`src/rtl/ilcm_pkg.sv`:
```
// Shared constants, types and register codes for the input level calibration meter.
// No dependencies; every other file imports this package.
package ilcm_pkg;

  localparam int SAMPLE_BITS = 24;
  localparam int MAG_W       = SAMPLE_BITS - 1;
  localparam int SQ_FBITS    = 2 * MAG_W;

  localparam int ENERGY_W = 48;
  localparam int HALF_W   = ENERGY_W / 2;
  localparam int COEFF_W  = 32;
  localparam int MUL_A_W  = COEFF_W + 1;
  localparam int PROD_W   = MUL_A_W + HALF_W;
  localparam int WIDE_W   = PROD_W + HALF_W;

  localparam logic [COEFF_W-1:0] PEAK_DECAY = 32'd4292819812;

  localparam int LOG_FRAC_W = 16;
  localparam int LOG_STEPS  = 16;
  localparam int LOG_CNT_W  = $clog2(LOG_STEPS);
  localparam int MANT_W     = 31;
  localparam int EXP_W      = $clog2(ENERGY_W + 1);
  localparam int NEG_L_W    = EXP_W + LOG_FRAC_W;

  localparam int DBK_W = 26;
  localparam logic [DBK_W-1:0] DB_K = 26'd50504453;
  localparam int DBP_W = NEG_L_W + 1 + DBK_W;
  localparam int Q_W   = DBP_W + 1 - 32;

  localparam int LEVEL_W  = 16;
  localparam int COMP_W   = 13;
  localparam int EXPL_W   = 15;
  localparam int DB_FLOOR = 30720;
  localparam int EXP_LOW  = -15360;
  localparam int COMP_LIM = 3072;
  localparam int OFF_LIM  = 768;

  localparam int QUEUE_DEPTH = 2;
  localparam int QPTR_W      = $clog2(QUEUE_DEPTH);
  localparam int QCNT_W      = $clog2(QUEUE_DEPTH + 1);

  localparam int CFG_IDX_W  = 2;
  localparam int CFG_DATA_W = 32;

  localparam logic [COEFF_W-1:0]        COEFF_RESET    = 32'd4294743600;
  localparam logic signed [EXPL_W-1:0]  EXPECTED_RESET = EXPL_W'(-4608);

  typedef enum logic [CFG_IDX_W-1:0] {
    REG_SMOOTHING = 2'd0,
    REG_EXPECTED  = 2'd1
  } cfg_reg_e;

  typedef struct packed {
    logic [COEFF_W-1:0]       coeff;
    logic signed [EXPL_W-1:0] expected;
  } cfg_t;

  typedef struct packed {
    logic             valid;
    logic [MAG_W-1:0] mag;
  } mag_item_t;

endpackage

```
`src/rtl/ilcm_if.sv`:
```
// Handshake channels of the level meter: input samples, results, register writes.
// Depends on ilcm_pkg.
interface ilcm_in_if;
  import ilcm_pkg::*;
  logic                          valid;
  logic                          ready;
  logic signed [SAMPLE_BITS-1:0] sample;
  logic                          not_finite;
  modport source (output valid, sample, not_finite, input ready);
  modport sink (input valid, sample, not_finite, output ready);
endinterface


```
`src/rtl/ilcm_front.sv`:
```
// Front end: takes sample words, forms the saturated magnitude, queues it.
// Depends on ilcm_pkg and ilcm_if.
module ilcm_front (
  input  logic                  clk_i,
  input  logic                  rst_ni,
  ilcm_in_if.sink               in_i,
  input  logic                  pop_i,
  output ilcm_pkg::mag_item_t   item_o
);
  import ilcm_pkg::*;

  logic [MAG_W-1:0]       mem_q [QUEUE_DEPTH];
  logic [QPTR_W-1:0]      wr_ptr_q, rd_ptr_q;
  logic [QCNT_W-1:0]      count_q;
  logic [SAMPLE_BITS-1:0] neg_val;
  logic [MAG_W-1:0]       mag;
  logic                   push, pop;

  assign neg_val = SAMPLE_BITS'(~in_i.sample) + SAMPLE_BITS'(1);

  always_comb begin
    if (in_i.not_finite) begin
      mag = '0;
    end else if (in_i.sample[SAMPLE_BITS-1]) begin
      // most negative code saturates to full scale
      mag = neg_val[SAMPLE_BITS-1] ? {MAG_W{1'b1}} : neg_val[MAG_W-1:0];
    end else begin
      mag = in_i.sample[MAG_W-1:0];
    end
  end

  assign in_i.ready = (count_q != QCNT_W'(QUEUE_DEPTH));
  assign push       = in_i.valid && in_i.ready;
  assign pop        = pop_i && (count_q != '0);

  always_ff @(posedge clk_i or negedge rst_ni) begin
    if (!rst_ni) begin
      wr_ptr_q <= '0;
      rd_ptr_q <= '0;
      count_q  <= '0;
    end else begin
      if (push) wr_ptr_q <= wr_ptr_q + QPTR_W'(1);
      if (pop) rd_ptr_q <= rd_ptr_q + QPTR_W'(1);
      if (push && !pop) count_q <= count_q + QCNT_W'(1);
      else if (pop && !push) count_q <= count_q - QCNT_W'(1);
    end
  end

  always_ff @(posedge clk_i) begin
    if (push) mem_q[wr_ptr_q] <= mag;
  end

  assign item_o.valid = (count_q != '0);
  assign item_o.mag   = mem_q[rd_ptr_q];

endmodule

```
`src/flat_wrapper.sv`:
```
// flat-port wrapper written by rule: the top's interface ports become plain ports
module ilcm_front_flat import ilcm_pkg::*;
  (clk_i, rst_ni, pop_i, item_o, in_i_valid, in_i_sample, in_i_not_finite, in_i_ready);
  ilcm_in_if in_i_i ();
  input  logic clk_i;
  input  logic rst_ni;
  input  logic pop_i;
  output ilcm_pkg::mag_item_t item_o;
  input wire logic [$bits(in_i_i.valid)-1:0] in_i_valid;
  input wire logic [$bits(in_i_i.sample)-1:0] in_i_sample;
  input wire logic [$bits(in_i_i.not_finite)-1:0] in_i_not_finite;
  output wire logic [$bits(in_i_i.ready)-1:0] in_i_ready;
  assign in_i_i.valid = in_i_valid;
  assign in_i_i.sample = in_i_sample;
  assign in_i_i.not_finite = in_i_not_finite;
  assign in_i_ready = in_i_i.ready;
  ilcm_front u_core (.clk_i(clk_i), .rst_ni(rst_ni), .in_i(in_i_i), .pop_i(pop_i), .item_o(item_o));
endmodule
```
`config.mk`:
```
export PLATFORM = sky130hd
export DESIGN_NAME = ilcm_front_flat
export DESIGN_NICKNAME = d
export VERILOG_FILES = /design/src/rtl/ilcm_pkg.sv /design/src/rtl/ilcm_if.sv /design/src/rtl/ilcm_front.sv /design/src/flat_wrapper.sv
export SDC_FILE = /design/constraint.sdc
export NUM_CORES = 1
export LEC_CHECK = 0
export ABC_AREA = 1
export BUFFER_PORTS_ARGS = -buffer_cell sky130_fd_sc_hd__buf_2
export CORE_MARGIN = 3
export CORE_UTILIZATION = 50
export DETAILED_ROUTE_END_ITERATION = 10
export PLACE_DENSITY_LB_ADDON = 0.15
export SYNTH_ARGS = -nofsm -noshare
export SYNTH_HDL_FRONTEND = slang
export SYNTH_SLANG_ARGS = --single-unit
```
`constraint.sdc`:
```
create_clock -name clk_i -period 2.6 [get_ports clk_i]
set_input_delay 0.39 -clock clk_i [delete_from_list [all_inputs] [get_ports clk_i]]
set_output_delay 0.39 -clock clk_i [all_outputs]
set_load 0.005 [all_outputs]
```
==> results_dict.tcl <==
set metrics [dict create \
    outcome "complete, no violations" \
    synthFlopType "edfxtp_1" \
    crit_chain "inv_1, buf_4, nand2_1, nand2_1, buf_2" \
    clock_path_buffers 2 \
    cts_buffers 5 \
    end_kind "primary output" \
    grt_setup_unrepaired "no" \
    synth_most_common_cell "nand2_1" \
    drtAntennaViolNets 0 \
    die_area_mm2 0.00627 \
    worst_pin_slew_ns 0.373 \
    wirelength_mm 5.70 \
    critPathMostFrequentCell "nand2_1" \
    synth_top_area_share_pct 51.5 \
    yosys_warnings 0 \
    first_pass_iters 4 \
    viasPerCell 4.90 \
    rows 26 \
    syn_to_final_growth_pct 16.2 \
    crit_arrival_ns 1.41 \
    antenna_found_initial 0 \
    required_ns 2.21 \
    vias 2180 \
    dieHeight_um 79.2 \
    start_kind "flop" \
    yosys-top-cells-area "edfxtp_1 (52%), nand2_1 (18%), nor2_1 (5.2%), a21oi_1 (3.9%), dfrtp_1 (3.7%)" \
    antennaDiodeCount 0 \
    synth_edf_count 46 \
    ys_seq_area_share_pct 55.3 \
    min_period_ns 1.80 \
    max_cap_violations 0 \
    drive_gt1_share_pct 18.9 \
    synth_seq_cells 50 \
    critPathTopFamily "buffers and inverters" \
    cts.sinks 50 \
    drc 0 \
    synth_area_mm2 0.00268 \
    grt_pass1_vias 2037 \
    leakage_uw 0.00150 \
    hold_slack_ns 0.379 \
    critPathKind "flop to primary output" \
    num_io_pins 54 \
    ctsResizeCount 0 \
    grt_pass1_wl_mm 9.56 \
    synth_top_area_cell "edfxtp_1" \
    avgRoutedWirePerCell_um 12.8 \
    finalSetupViolations 0 \
    finalCritPeriodShare_pct 69.1 \
    initialDrtViolationCount 180 \
    coreArea_mm2 0.00514 \
    async_flop_share_pct 8.00 \
    synth_nets 349 \
    htreeDepth 2 \
    grt_max_degree 25 \
    grtUsageTotal_pct 19.6 \
    portBuffers 53 \
    setup_tns_ns 0 \
    ys_types 21 \
    clk_pin_slew_worst_paths_ns 0.08 \
    fin_skew_ns 0.00779 \
    postSynthAreaPerCell_um2 8.43 \
    critPathMaxFanout 20 \
    post-cts-setup-buffer-count 0 \
    timing.fmax_mhz 556 \
    path_buf_inv 3 \
    final_nets 405 \
    syn_inst 318 \
    slew_headroom_pct 75.2 \
    grt_overflow_total 0 \
    cp_slowest_cell "dfrtp_1" \
    synth_common_cells "nand2_1 (125), edfxtp_1 (46), nor2_1 (37)" \
    cts_tree "done" \
    place_congestion 0.940 \
    clock_latency_ns 0.29 \
    cts-root-buf "clkbuf_8" \
    drv_slew 0 \
    die_w_um 79.2 \
    power_density_mw_per_mm2 797 \
    ctsHoldBuffers 1 \
    slowest_delay_ns 0.39 \
    hpwl_mm 4.16 \
    hold_violations 0 \
    max-vdd-ir-drop_v 0.000375 \
    initial_utilization_pct 52.1 \
    hold_path_class "input pin to flop" \
]
==> metrics by stage <==
step	area, µm²	power [µW]	setup WS [ns]	util [%]	std cells
3_3_place_gp	3030	2090	0.701	58.9	436
2_1_floorplan	2680	1720	0.603	-	318
4_1_cts	3120	2520	0.790	60.6	445
3_5_place_dp	3030	2110	0.689	58.9	436
6_report	3120	2480	0.803	60.6	445
5_1_grt	3120	2700	0.659	60.6	445
==> kinds of logic (layout without fill, tap and decap cells) <==
| kind of cell | count (synthesis) | after routing | synth area share (%) |
|---|---|---|---|
| AND/OR/NAND/NOR | 190 | 190 | 29.1 |
| flip-flops | 50 | 50 | 55.3 |
| XOR/XNOR | 13 | 13 | 4.25 |
| AO/OA/AOI/OAI | 27 | 27 | 5.04 |
| adder cells (fa/ha/maj) | 2 | 2 | 0.934 |
| buffers and inverters | 36 | 93 | 5.37 |
==> routing by layer <==
metal	GRT usage, %	wire (µm)	vias up	share of wire (%)
met2	31.8	2590	71	46
met3	3.40	296	7	5.2
met4	5.67	72	0	1.3
met1	27.0	2740	970	48
met5	0	0	-	0
li1	-	-	1132	-
==> final timing paths <==
kind / from / endpoint / slack, ns / cells past startpoint
worst max-delay path: u_core.rd_ptr_q / item_o[10] / 0.80 / 5
worst min-delay path: pop_i / u_core.rd_ptr_q / 0.38 / 3
worst max register to register: u_core.count_q[0] / u_core.count_q[1] / 1.04 / 8
worst min register to register: u_core.count_q[0] / u_core.count_q[0] / 0.47 / 1
max in group asynchronous: rst_ni / u_core.count_q[0] / 2.06 / 2
min in group asynchronous: rst_ni / u_core.count_q[1] / 0.42 / 2
==> worst reg2reg max path, stage by stage (launching register included) <==
cell and delay [ns]:
dfrtp_1 0.39, inv_1 0.10, nand2_1 0.07, nand2_1 0.13
inv_1 0.08, ha_1 0.30, a21oi_1 0.11, o21ai_0 0.11
xor2_1 0.15
==> where the power goes <==
part / switching [µW] / leakage [µW] / internal (µW) / total, µW
clock network: 223 / 0.0000407 / 180 / 403
logic: 563 / 0.000974 / 343 / 906
registers: 56.7 / 0.000483 / 1120 / 1180
total: 843 / 0.00150 / 1640 / 2480
==> state kept, by name, summed over array words and instances, names as in the netlist <==
register and cells:
u_core.wr_ptr_q 1, u_core.rd_ptr_q 1, u_core.count_q 2, u_core.mem_q 46
==> final cells by class <==
| class | count | area, µm² |
|---|---|---|
| Inverter | 27 | 101 |
| Tap cell | 70 | 87.6 |
| Clock inverter | 3 | 11.3 |
| Sequential cell | 50 | 1480 |
| Clock buffer | 5 | 68.8 |
| Fill cell | 466 | 2020 |
| Multi-Input combinational cell | 232 | 1060 |
| Timing Repair Buffer | 58 | 305 |
==> placed cells by master (no fill, tap or decap), drive strengths merged, types with 4 or more instances in the layout <==
master	instances
xor2	9
a21oi	21
clkbuf	5
xnor2	4
edfxtp	46
nand3	19
nor2	40
buf	57
nand2	125
o21ai	6
dfrtp	4
inv	27
(Power assumes the default switching activity.)
